--- config.mk ---
export PLATFORM = sky130hd
export DESIGN_NAME = priority_ready_queue_dispatcher
export DESIGN_NICKNAME = d
export VERILOG_FILES = /design/src/rtl/prqd_pkg.sv /design/src/rtl/prqd_ram.sv /design/src/rtl/prqd_levels.sv /design/src/rtl/priority_ready_queue_dispatcher.sv
export SDC_FILE = /design/constraint.sdc
export NUM_CORES = 1
export LEC_CHECK = 0
export BUFFER_PORTS_ARGS = -buffer_cell sky130_fd_sc_hd__buf_2
export CAP_MARGIN = 40
export CORE_ASPECT_RATIO = 1.5
export CORE_UTILIZATION = 57
export DETAILED_ROUTE_END_ITERATION = 6
export PLACE_DENSITY = 0.85
export SLEW_MARGIN = 30
export SYNTH_ARGS = -nofsm -noshare
export SYNTH_HDL_FRONTEND = slang
export SYNTH_SLANG_ARGS = --single-unit
--- constraint.sdc ---
create_clock -name clk -period 3.7 [get_ports clk]
set_input_delay 0.185 -clock clk [delete_from_list [all_inputs] [get_ports clk]]
set_output_delay 0.185 -clock clk [all_outputs]
set_load 0.05 [all_outputs]
--- src/rtl/prqd_pkg.sv ---
// ----------------------------------------------------------------------------
// prqd_pkg
// Types, codes and default sizes shared by the priority ready queue dispatcher.
// ----------------------------------------------------------------------------
`default_nettype none

package prqd_pkg;

    localparam int DEF_NUM_LEVELS  = 4;
    localparam int DEF_LEVEL_DEPTH = 16;
    localparam int DEF_NUM_PROCS   = 16;
    localparam int MAX_RESULTS     = 64;

    localparam int OP_W   = 2;
    localparam int PID_W  = 4;
    localparam int PRIO_W = 8;
    localparam int KIND_W = 3;

    localparam logic [OP_W-1:0] OP_SCHEDULE = 2'd0;
    localparam logic [OP_W-1:0] OP_DISPATCH = 2'd1;
    localparam logic [OP_W-1:0] OP_KILL     = 2'd2;

    localparam logic [KIND_W-1:0] KIND_ACCEPTED   = 3'd0;
    localparam logic [KIND_W-1:0] KIND_DISPATCHED = 3'd1;
    localparam logic [KIND_W-1:0] KIND_ZOMBIFIED  = 3'd2;
    localparam logic [KIND_W-1:0] KIND_EMPTY      = 3'd3;
    localparam logic [KIND_W-1:0] KIND_FULL       = 3'd4;

    typedef struct packed {
        logic [OP_W-1:0]   op;
        logic [PID_W-1:0]  proc_id;
        logic [PRIO_W-1:0] priority_req;
    } in_item_t;

    typedef struct packed {
        logic [KIND_W-1:0] kind;
        logic [PID_W-1:0]  proc_id_res;
        logic              last;
    } out_item_t;

    typedef struct packed {
        logic push;
        logic pop;
    } lvl_cmd_t;

endpackage

`default_nettype wire

--- src/rtl/prqd_ram.sv ---
// ----------------------------------------------------------------------------
// prqd_ram
// Generic single-write, single-read synchronous RAM with registered read data.
// ----------------------------------------------------------------------------
`default_nettype none

module prqd_ram #(
    parameter int WIDTH = 4,
    parameter int DEPTH = 64
) (
    input  wire logic                     clk,
    input  wire logic                     we,
    input  wire logic [$clog2(DEPTH)-1:0] waddr,
    input  wire logic [WIDTH-1:0]         wdata,
    input  wire logic                     re,
    input  wire logic [$clog2(DEPTH)-1:0] raddr,
    output      logic [WIDTH-1:0]         rdata
);

    logic [WIDTH-1:0] mem [DEPTH];

    always_ff @(posedge clk)
    begin
        if (we)
        begin
            mem[waddr] <= wdata;
        end
        if (re)
        begin
            rdata <= mem[raddr];
        end
    end

endmodule

`default_nettype wire

--- src/rtl/prqd_levels.sv ---
// ----------------------------------------------------------------------------
// prqd_levels
// Head and count registers of each priority level, with the lowest-numbered
// non-empty level search.
// ----------------------------------------------------------------------------
`default_nettype none

module prqd_levels
    import prqd_pkg::*;
#(
    parameter int NUM_LEVELS  = DEF_NUM_LEVELS,
    parameter int LEVEL_DEPTH = DEF_LEVEL_DEPTH,
    localparam int LVW = (NUM_LEVELS > 1) ? $clog2(NUM_LEVELS) : 1,
    localparam int IW  = $clog2(LEVEL_DEPTH),
    localparam int CW  = $clog2(LEVEL_DEPTH + 1)
) (
    input  wire logic           clk,
    input  wire logic           rst_n,
    input  wire lvl_cmd_t       cmd,
    input  wire logic [LVW-1:0] sel_lv,
    output      logic [IW-1:0]  head_sel,
    output      logic [CW-1:0]  count_sel,
    output      logic [LVW-1:0] first_lv,
    output      logic           any_queued
);

    logic [IW-1:0] heads_reg  [NUM_LEVELS];
    logic [IW-1:0] heads_next [NUM_LEVELS];
    logic [CW-1:0] counts_reg  [NUM_LEVELS];
    logic [CW-1:0] counts_next [NUM_LEVELS];

    assign head_sel  = heads_reg[sel_lv];
    assign count_sel = counts_reg[sel_lv];

    always_comb
    begin
        first_lv   = '0;
        any_queued = 1'b0;
        for (int i = NUM_LEVELS - 1; i >= 0; i--)
        begin
            if (counts_reg[i] != '0)
            begin
                first_lv   = LVW'(i);
                any_queued = 1'b1;
            end
        end
    end

    always_comb
    begin
        for (int i = 0; i < NUM_LEVELS; i++)
        begin
            heads_next[i]  = heads_reg[i];
            counts_next[i] = counts_reg[i];
        end
        if (cmd.push)
        begin
            counts_next[sel_lv] = counts_reg[sel_lv] + CW'(1);
        end
        else if (cmd.pop)
        begin
            counts_next[sel_lv] = counts_reg[sel_lv] - CW'(1);
            if (heads_reg[sel_lv] == IW'(LEVEL_DEPTH - 1))
            begin
                heads_next[sel_lv] = '0;
            end
            else
            begin
                heads_next[sel_lv] = heads_reg[sel_lv] + IW'(1);
            end
        end
    end

    always_ff @(posedge clk or negedge rst_n)
    begin
        if (!rst_n)
        begin
            for (int i = 0; i < NUM_LEVELS; i++)
            begin
                heads_reg[i]  <= '0;
                counts_reg[i] <= '0;
            end
        end
        else
        begin
            for (int i = 0; i < NUM_LEVELS; i++)
            begin
                heads_reg[i]  <= heads_next[i];
                counts_reg[i] <= counts_next[i];
            end
        end
    end

endmodule

`default_nettype wire

--- src/rtl/priority_ready_queue_dispatcher.sv ---
// ----------------------------------------------------------------------------
// priority_ready_queue_dispatcher
// Strict-priority ready queue: one ring FIFO per level in a shared slot RAM.
// ----------------------------------------------------------------------------
// Works on one input beat at a time. Schedule, kill and unused ops are
// accepted, then executed. A dispatch is accepted, then for every entry it
// pops issues a slot RAM read and checks the registered read data against
// the killed marks; when every level is empty it returns an empty result.
// Result beats sit in an output register, so a result is not loaded until
// the previous one has been taken. A dispatch stops after MAX_RESULTS
// zombified results, leaving the rest queued. There is no clearing pass
// after reset.
// ----------------------------------------------------------------------------
`default_nettype none

module priority_ready_queue_dispatcher
    import prqd_pkg::*;
#(
    parameter int NUM_LEVELS  = DEF_NUM_LEVELS,
    parameter int LEVEL_DEPTH = DEF_LEVEL_DEPTH,
    parameter int NUM_PROCS   = DEF_NUM_PROCS
) (
    input  wire logic      clk,
    input  wire logic      rst_n,
    input  wire logic      in_valid,
    output      logic      in_ready,
    input  wire in_item_t  in_data,
    output      logic      out_valid,
    input  wire logic      out_ready,
    output      out_item_t out_data
);

    localparam int LVW   = (NUM_LEVELS > 1) ? $clog2(NUM_LEVELS) : 1;
    localparam int IW    = $clog2(LEVEL_DEPTH);
    localparam int CW    = $clog2(LEVEL_DEPTH + 1);
    localparam int SLOTS = NUM_LEVELS * LEVEL_DEPTH;
    localparam int AW    = $clog2(SLOTS);
    localparam int MARKS = (NUM_PROCS < (1 << PID_W)) ? NUM_PROCS : (1 << PID_W);
    localparam int MKW   = $clog2(MARKS);
    localparam int ZW    = $clog2(MAX_RESULTS);

    localparam logic [1:0] S_IDLE = 2'd0;
    localparam logic [1:0] S_EXEC = 2'd1;
    localparam logic [1:0] S_READ = 2'd2;

    logic [1:0]       state_reg, state_next;
    logic [OP_W-1:0]  op_reg, op_next;
    logic [PID_W-1:0] id_reg, id_next;
    logic [LVW-1:0]   lv_reg, lv_next;
    logic [ZW-1:0]    zcnt_reg, zcnt_next;
    logic [MARKS-1:0] marks_reg, marks_next;
    logic [PID_W-1:0] cur_reg, cur_next;
    logic             out_valid_reg, out_valid_next;
    out_item_t        out_reg, out_next;

    lvl_cmd_t         lvl_cmd;
    logic [LVW-1:0]   sel_lv;
    logic [IW-1:0]    head_sel;
    logic [CW-1:0]    count_sel;
    logic [LVW-1:0]   first_lv;
    logic             any_queued;

    logic             ram_we, ram_re;
    logic [AW-1:0]    ram_waddr, ram_raddr;
    logic [PID_W-1:0] ram_rdata;

    logic [IW:0]      tail_sum;
    logic [IW-1:0]    tail_idx;
    logic             out_free;
    logic             load;
    logic             rd_killed;
    logic             id_has_mark;

    prqd_levels #(
        .NUM_LEVELS  (NUM_LEVELS),
        .LEVEL_DEPTH (LEVEL_DEPTH)
    ) u_levels (
        .clk        (clk),
        .rst_n      (rst_n),
        .cmd        (lvl_cmd),
        .sel_lv     (sel_lv),
        .head_sel   (head_sel),
        .count_sel  (count_sel),
        .first_lv   (first_lv),
        .any_queued (any_queued)
    );

    prqd_ram #(
        .WIDTH (PID_W),
        .DEPTH (SLOTS)
    ) u_slots (
        .clk   (clk),
        .we    (ram_we),
        .waddr (ram_waddr),
        .wdata (id_reg),
        .re    (ram_re),
        .raddr (ram_raddr),
        .rdata (ram_rdata)
    );

    assign in_ready  = (state_reg == S_IDLE);
    assign out_valid = out_valid_reg;
    assign out_data  = out_reg;
    assign out_free  = !out_valid_reg || out_ready;

    assign sel_lv = (op_reg == OP_DISPATCH) ? first_lv : lv_reg;

    assign tail_sum  = {1'b0, head_sel} + (IW + 1)'(count_sel);
    assign tail_idx  = (32'(tail_sum) >= LEVEL_DEPTH) ?
                       IW'(tail_sum - (IW + 1)'(LEVEL_DEPTH)) : tail_sum[IW-1:0];
    assign ram_waddr = AW'(AW'(sel_lv) * AW'(LEVEL_DEPTH)) + AW'(tail_idx);
    assign ram_raddr = AW'(AW'(sel_lv) * AW'(LEVEL_DEPTH)) + AW'(head_sel);

    assign id_has_mark = (32'(id_reg) < MARKS);
    assign rd_killed   = (32'(ram_rdata) < MARKS) && marks_reg[ram_rdata[MKW-1:0]];

    always_comb
    begin
        state_next     = state_reg;
        op_next        = op_reg;
        id_next        = id_reg;
        lv_next        = lv_reg;
        zcnt_next      = zcnt_reg;
        marks_next     = marks_reg;
        cur_next       = cur_reg;
        lvl_cmd        = '0;
        ram_we         = 1'b0;
        ram_re         = 1'b0;
        load           = 1'b0;
        out_next       = out_reg;

        case (state_reg)
            S_IDLE:
            begin
                if (in_valid)
                begin
                    op_next   = in_data.op;
                    id_next   = in_data.proc_id;
                    zcnt_next = '0;
                    if (32'(in_data.priority_req) >= NUM_LEVELS)
                    begin
                        lv_next = LVW'(NUM_LEVELS - 1);
                    end
                    else
                    begin
                        lv_next = LVW'(in_data.priority_req);
                    end
                    state_next = S_EXEC;
                end
            end
            S_EXEC:
            begin
                case (op_reg)
                    OP_SCHEDULE:
                    begin
                        if (out_free)
                        begin
                            load       = 1'b1;
                            state_next = S_IDLE;
                            if (count_sel == CW'(LEVEL_DEPTH))
                            begin
                                out_next = '{kind: KIND_FULL, proc_id_res: id_reg, last: 1'b1};
                            end
                            else
                            begin
                                ram_we       = 1'b1;
                                lvl_cmd.push = 1'b1;
                                if (id_has_mark)
                                begin
                                    marks_next[id_reg[MKW-1:0]] = 1'b0;
                                end
                                out_next = '{kind: KIND_ACCEPTED, proc_id_res: id_reg,
                                             last: 1'b1};
                            end
                        end
                    end
                    OP_KILL:
                    begin
                        if (out_free)
                        begin
                            load       = 1'b1;
                            state_next = S_IDLE;
                            if (id_has_mark)
                            begin
                                marks_next[id_reg[MKW-1:0]] = 1'b1;
                            end
                            out_next = '{kind: KIND_ACCEPTED, proc_id_res: id_reg, last: 1'b1};
                        end
                    end
                    OP_DISPATCH:
                    begin
                        if (!any_queued)
                        begin
                            if (out_free)
                            begin
                                load       = 1'b1;
                                state_next = S_IDLE;
                                out_next   = '{kind: KIND_EMPTY, proc_id_res: '0, last: 1'b1};
                            end
                        end
                        else
                        begin
                            ram_re      = 1'b1;
                            lvl_cmd.pop = 1'b1;
                            state_next  = S_READ;
                        end
                    end
                    default:
                    begin
                        state_next = S_IDLE;
                    end
                endcase
            end
            S_READ:
            begin
                if (out_free)
                begin
                    load = 1'b1;
                    if (!rd_killed)
                    begin
                        cur_next   = ram_rdata;
                        state_next = S_IDLE;
                        out_next   = '{kind: KIND_DISPATCHED, proc_id_res: ram_rdata,
                                       last: 1'b1};
                    end
                    else
                    begin
                        zcnt_next = zcnt_reg + ZW'(1);
                        if (zcnt_reg == ZW'(MAX_RESULTS - 1))
                        begin
                            state_next = S_IDLE;
                            out_next   = '{kind: KIND_ZOMBIFIED, proc_id_res: ram_rdata,
                                           last: 1'b1};
                        end
                        else
                        begin
                            state_next = S_EXEC;
                            out_next   = '{kind: KIND_ZOMBIFIED, proc_id_res: ram_rdata,
                                           last: 1'b0};
                        end
                    end
                end
            end
            default:
            begin
                state_next = S_IDLE;
            end
        endcase

        if (load)
        begin
            out_valid_next = 1'b1;
        end
        else if (out_ready)
        begin
            out_valid_next = 1'b0;
        end
        else
        begin
            out_valid_next = out_valid_reg;
        end
    end

    always_ff @(posedge clk or negedge rst_n)
    begin
        if (!rst_n)
        begin
            state_reg     <= S_IDLE;
            op_reg        <= OP_SCHEDULE;
            zcnt_reg      <= '0;
            marks_reg     <= '0;
            cur_reg       <= '0;
            out_valid_reg <= 1'b0;
        end
        else
        begin
            state_reg     <= state_next;
            op_reg        <= op_next;
            zcnt_reg      <= zcnt_next;
            marks_reg     <= marks_next;
            cur_reg       <= cur_next;
            out_valid_reg <= out_valid_next;
        end
    end

    always_ff @(posedge clk)
    begin
        id_reg  <= id_next;
        lv_reg  <= lv_next;
        out_reg <= out_next;
    end

`ifndef SYNTHESIS
    a_cur_matches: assert property (@(posedge clk) disable iff (!rst_n)
        (out_valid_reg && out_reg.kind == KIND_DISPATCHED) |-> cur_reg == out_reg.proc_id_res)
        else $error("current process differs from dispatched result");

    a_not_last_zombie: assert property (@(posedge clk) disable iff (!rst_n)
        (out_valid_reg && !out_reg.last) |-> out_reg.kind == KIND_ZOMBIFIED)
        else $error("non-final result that is not a zombie");

    a_read_follows_issue: assert property (@(posedge clk) disable iff (!rst_n)
        (state_reg == S_READ) |-> ($past(state_reg) == S_READ || $past(ram_re)))
        else $error("slot check without a preceding slot read");

    a_no_rw_overlap: assert property (@(posedge clk) disable iff (!rst_n)
        !(ram_we && (ram_re || lvl_cmd.pop)))
        else $error("slot write overlaps a pop");
`endif

endmodule

`default_nettype wire
* After elaboration in Yosys (flattened, before gate mapping) *
Memory sizes are Yosys's and may differ from the RTL's. A register that Yosys moved wholly into a read port is not among the register bits.
Index checks and enable logic that the tools add are counted.

word-level totals
  register bits after elaboration = 77
  latch bits = 0
  memory bits (writable) = 256
  ROM bits = 0
  bits of input ports = 18
  word-level logic and storage cells = 153
  memories = 1

memory list
  name         words  width  rd ports  clocked after memory_dff  write ports  RTL line        source
  u_slots.mem  64     4      1         1                         1            prqd_ram.sv:20  logic [WIDTH-1:0] mem [DEPTH];

operators by class
  add/sub/neg operators = 8
  $mul = 0
  div/mod/pow operators = 0
  $lt $le $gt $ge = 7
  eq/ne operators = 18
  shift operators = 0
  mux-type cells = 72
  bitwise operators = 7
  reductions and logical operators = 22

operator list
  kind                number
  $mux 16             4
  $mux 8              6
  $bwmux 20           2
  $mux 20             2
  $and 16x16->16      2
  $not 16->16         2
  $pmux 16 s2         1
  $pmux 8 s3          1
  $mux 1              22
  $mux 2              10
  $reduce_bool 5->1   4
  $mux 6              3
  $bwmux 16           1
  $mux 4              4
  $or 16x16->16       1
  $pmux 8 s2          1
  $mux 5              3
  $add 6x4->6         2
  $ne 2x2->1 const B  6
  $ne 3x3->1 const B  4
  $pmux 6 s2          1
  $bmux 5 s2          1
  $demux 5 s2         1
  $lt 4x5->1 const B  2
  other kinds (37)    48

* Depth between registers and ports, before layout *
  depth after elaboration = 17
  depth in mapped cells = 17
  gate-level depth less buffers = 15

* Cells and area by module *
Synthesis repeated with hierarchy kept, for this count alone.

second synthesis, totals
  cell total of the unflattened synthesis = 960
  area, all modules = 14806.7 sq um

by module, submodules not included
  module                           instances  cells each  area each (sq um)
  prqd_ram                         1          531         10381.2
  priority_ready_queue_dispatcher  1          229         2471.1
  prqd_levels                      1          200         1954.4

* Worst setup path after synthesis *
No wires, ideal clock.

  path type = reg2reg
  start point = reg u_levels.counts_reg[1] (netlist name)
  end point = mem u_slots.mem[1][0], enable pin
  library setup time = 0.361 ns
  arrival time = 3.674 ns
  required time = 3.339 ns
  path slack = -0.335 ns
  cell stages (with the launch flop) = 14
  cells stage by stage = dfrtp_1 > or4_4 > or2_2 > a41oi_1 > o211a_1 > buf_2 > nand2_1 > inv_2 > clkbuf_1 > ha_1 > ha_1 > a2111oi_2 > nand2_1 > nor3_1

on the way
  longest elaborated chain between the ends = 17

RTL lines
  what                                                  RTL line           source
  from (decl)                                           prqd_levels.sv:29  logic [CW-1:0] counts_reg [NUM_LEVELS];
  from (signal, indexed assignment)                     prqd_levels.sv:89  counts_reg[i] <= counts_next[i];
  branches (longest 17 deep; another with $add 4x5->5)  --
  to (decl)                                             prqd_ram.sv:20

Several ways; the timed one is not identified. The select of a mux whose other input is x is not followed.

* Worst setup path after layout *
  start point = reg u_levels.counts_reg[11] (netlist name)
  end point = mem u_slots.mem[1][1], enable pin

on the way
  longest elaborated chain between the ends = 15

RTL lines
  what
  branches (longest 15 deep; another with $add 6x4->6)

Several ways; the timed one is not identified. The select of a mux whose other input is x is not followed.

==> impl_metrics.csv <==
group,metric,value,unit
synth,async_flop_share,18.7,%
worst_setup_path,rrSetupSlack,-0.63,ns
sta,post-route-period-util,117,%
clocking,h-tree-depth,1,
clocking,clkSinkCount,337,
clocking,cts_buffers,31,
sta,rsz0062_at_grt,"true",
detailed_routing,ant_nets,0,
detailed_routing,dr.max_layer_used,"met5",
grt,track_usage,38.1,%
status,status,"complete, but fails checks",
floorplanning,io_pins,28,
grt,antenna_found_initial,5,
sta,fmax,231,MHz
cells_and_area,design_area,0.0202,mm2
sta,finalHoldViolations,0,
floorplanning,dieHeight,202,um
placement,gp_congestion,0.940,
worst_setup_path,slowest_delay,0.41,ns
grt,grt_max_degree,67,
cells_and_area,area_growth,33.0,%
sta,worst_pin_slew,0.916,ns
floorplanning,chipWidth,135,um
placement,dp_hpwl,27100,um
job,drv_cap,0,
grt,grt_remaining_overflow,0,
detailed_routing,vias,13400,
synth,synth.distinct_cells,80,
min_path,min_path_type,"primary input to flop",
detailed_routing,remaining_drc_errors,11,
detailed_routing,dr_wl_met2,27500,um
worst_setup_path,crit_start,"u_levels.counts_reg[11]$_DFFE_PN0P_",
synth,synth_top_area_share,54.0,%
detailed_routing,wirelength,62000,um
synth,ys_seq_area_share,64.4,%
clocking,cts-root-buf,"clkbuf_16",
cells_and_area,n_fill_cell,1160,
sta,fin_crit,4.33,ns
floorplanning,start_util,58.5,%
floorplanning,die_area,0.0274,mm2
detailed_routing,routed-wl-met3,9540,um
worst_setup_path,cp_max_fo,4,
floorplanning,rows,72,
worst_setup_path,r2r-end,"u_slots.mem[1][1]$_DFFE_PP_",
detailed_routing,viasPerCell,7.75,
worst_setup_path,crit_type,"flop to flop",
synth,synth_area_leaders,"edfxtp_1 54%, dfrtp_1 10%, a211oi_1 3.8%, nand2_1 2.6%, nor3_1 2.1%",
detailed_routing,m1WireLength,17300,um
worst_setup_path,cp-start-kind,"flop",
sta,max_slew_margin,38.8,%
worst_setup_path,endpoint_kind,"flop",
worst_setup_path,crit_end,"u_slots.mem[1][1]$_DFFE_PP_",
clocking,clkLatencyLatePin,0.63,ns
min_path,min_from,"out_ready",
worst_setup_path,r2r-start,"u_levels.counts_reg[11]$_DFFE_PN0P_",
sta,setup_slack,-0.628,ns
detailed_routing,drt_iter0_drc,2214,
cells_and_area,largest_reg_flops,256,
clocking,cts_tree,"yes",
synth,synth.avg_cell_area,13.3,um2
placement,place_area,0.0172,mm2
synth,synth_nets,1182,
cells_and_area,final_nets,1400,
grt,grt_pass1_wl,75300,um
synth,synth_seq_cells,337,
worst_setup_path,cp_common_cell,"buf_6",
sta,skew,0.0246,ns
clocking,cts_buffer_depth,3,
sta,final-setup-viol-count,312,
worst_setup_path,crit_arrival,4.61,ns
worst_setup_path,crit_chain,"or3_4 > o31ai_4 > nand2b_1 > o22ai_1 > a221o_1 > buf_6 > nor2_4 > nor2_2 > ha_4 > a21oi_4 > xnor2_2 > buf_4 > nand2_2 > buf_6 > nor3_4",
synth,synth_area_leader_cell,"edfxtp_1",
synth,yosysWarnings,0,
synth,netlist_area,0.0152,mm2
grt,first_global_vias,12500,
synth,syn_inst,1149,
worst_setup_path,cp_slowest_cell,"or3_4",
worst_setup_path,r2r_cells,15,
clocking,clk_pin_slew_worst_paths,0.07,ns
cells_and_area,drive_gt1_share,36.6,%
synth,ys.flop_type,"edfxtp_1",
detailed_routing,dr.pass1.iters,7,
min_path,hold_depth,3,
status,violations,"design-rule violations, negative setup slack",
detailed_routing,routedWlPerCell,35.9,um
floorplanning,core,0.0260,mm2
placement,numPortBuffers,27,
sta,slew_viol_final,0,
synth,synth-edff-count,274,
worst_setup_path,required,3.98,ns
==> layout make-up <==
cell class	count	area [um2]	area share (%)
Sequential cell	337	9800	48.4
Multi-Input combinational cell	711	6320	31.2
Timing Repair Buffer	261	2570	12.7
Clock buffer	33	783	3.87
Tap cell	333	417	2.06
Clock inverter	24	248	1.22
Inverter	25	101	0.501
Antenna cell	2	5.00	0.0247
==> cell usage after synthesis (all sizes together) (4+ instances only) <==
cell      n
a211o     5
a211oi   77
a21boi   37
a21oi    67
a221o     4
a221oi   17
a311oi    4
a32o      7
a32oi     9
and3     14
buf      26
clkbuf   50
dfrtp    63
edfxtp  274
ha       15
inv      25
mux2     44
mux2i    23
mux4      5
nand2   105
nand2b    7
nand3    30
nand4    12
nor2     27
nor2b     7
nor3     78
nor4      4
o21ai    24
o22ai     6
o31ai     4
o32a      4
o32ai     4
o41ai    14
or2       6
xnor2     8
==> metrics by stage <==
step                      setup WS [ns]  TNS (ns)  std cells  util, %  hold WS, ns
after global placement           -0.190    -18.96       1611     66.1        0.361
after detailed placement         -0.364    -49.67       1611     66.1        0.235
after floorplan                  -0.191    -25.05       1149        -       -0.111
final                            -0.628   -153.51       1726     77.8       0.0315
after global routing             -0.697   -179.12       1724     77.7       0.0439
after CTS                       -0.0251    -0.293       1702     73.9       0.0181
==> layer usage <==
metal,vias to the layer above,GRT usage [%]
met3,602,12.7
li1,4978,-
met2,1553,61.7
met5,-,0
met4,17,28.8
met1,6220,41.0
==> critical path, delay by kind of cell, from the launching register on <==
kind,cells,cell delay (ns)
AOI/OAI and AO/OA,4,1.20
xor gates and xnor gates,1,0.19
adders and majority gates,1,0.21
buffers and inverters,3,0.56
DFF,1,0.39
and+or+nand+nor,6,1.43
==> timing repair <==
action / in CTS / in global routing
hold buffers: 11 / 0
gates resized for setup: 129 / 150
setup buffers: 21 / 26
cloned: 2 / 6
pin swaps: 43 / 93
endpoints found under the setup margin: 305 / 312
hold endpoints to repair: 53 / 0
==> worst min path at each step <==
stage	slack [ns]	endpoint
4_1_cts	0.02	out_valid$_DFFE_PN0P_
5_1_grt	0.04	out_valid$_DFFE_PN0P_
3_3_place_gp	0.36	id_reg[0]$_DFFE_PP_
2_1_floorplan	-0.11	async pin
6_report	0.03	out_valid$_DFFE_PN0P_
3_5_place_dp	0.23	u_levels.counts_reg[10]$_DFFE_PN0P_
==> cell families after synthesis <==
logic type               Yosys count  share of synthesized area [%]
XOR/XNOR                          11                          0.682
AND/OR/NAND/NOR                  303                           10.2
flip-flops                       337                           64.4
adder cells (fa/ha/maj)           15                           1.23
AO/OA/AOI/OAI                    310                           15.2
multiplexers                      72                           5.51
buffers and inverters            101                           2.74
==> cell usage in the layout (no fill, tap or decap), drive strengths merged, types with 5 or more instances in the layout <==
cell,netlist,layout
bufinv,0,5
o22ai,6,6
o21ai,24,24
dlygate4sd3,0,11
nor2,27,27
clkbuf,50,39
mux2,44,44
a32oi,9,9
a32o,7,7
dfrtp,63,63
inv,25,26
clkinv,0,17
ha,15,15
a21boi,37,37
nor3,78,78
or2,6,6
nor2b,7,7
mux4,5,5
nand2b,7,7
buf,26,244
nand4,12,12
a221oi,17,17
and3,14,14
a211oi,77,77
xnor2,8,8
mux2i,23,23
a21oi,67,67
nand3,30,30
edfxtp,274,274
o41ai,14,14
a211o,5,5
nand2,105,105
Power is left out: the tool's default activity adds up to more than one toggle a clock period on the data nets, which glitch-free logic cannot reach.
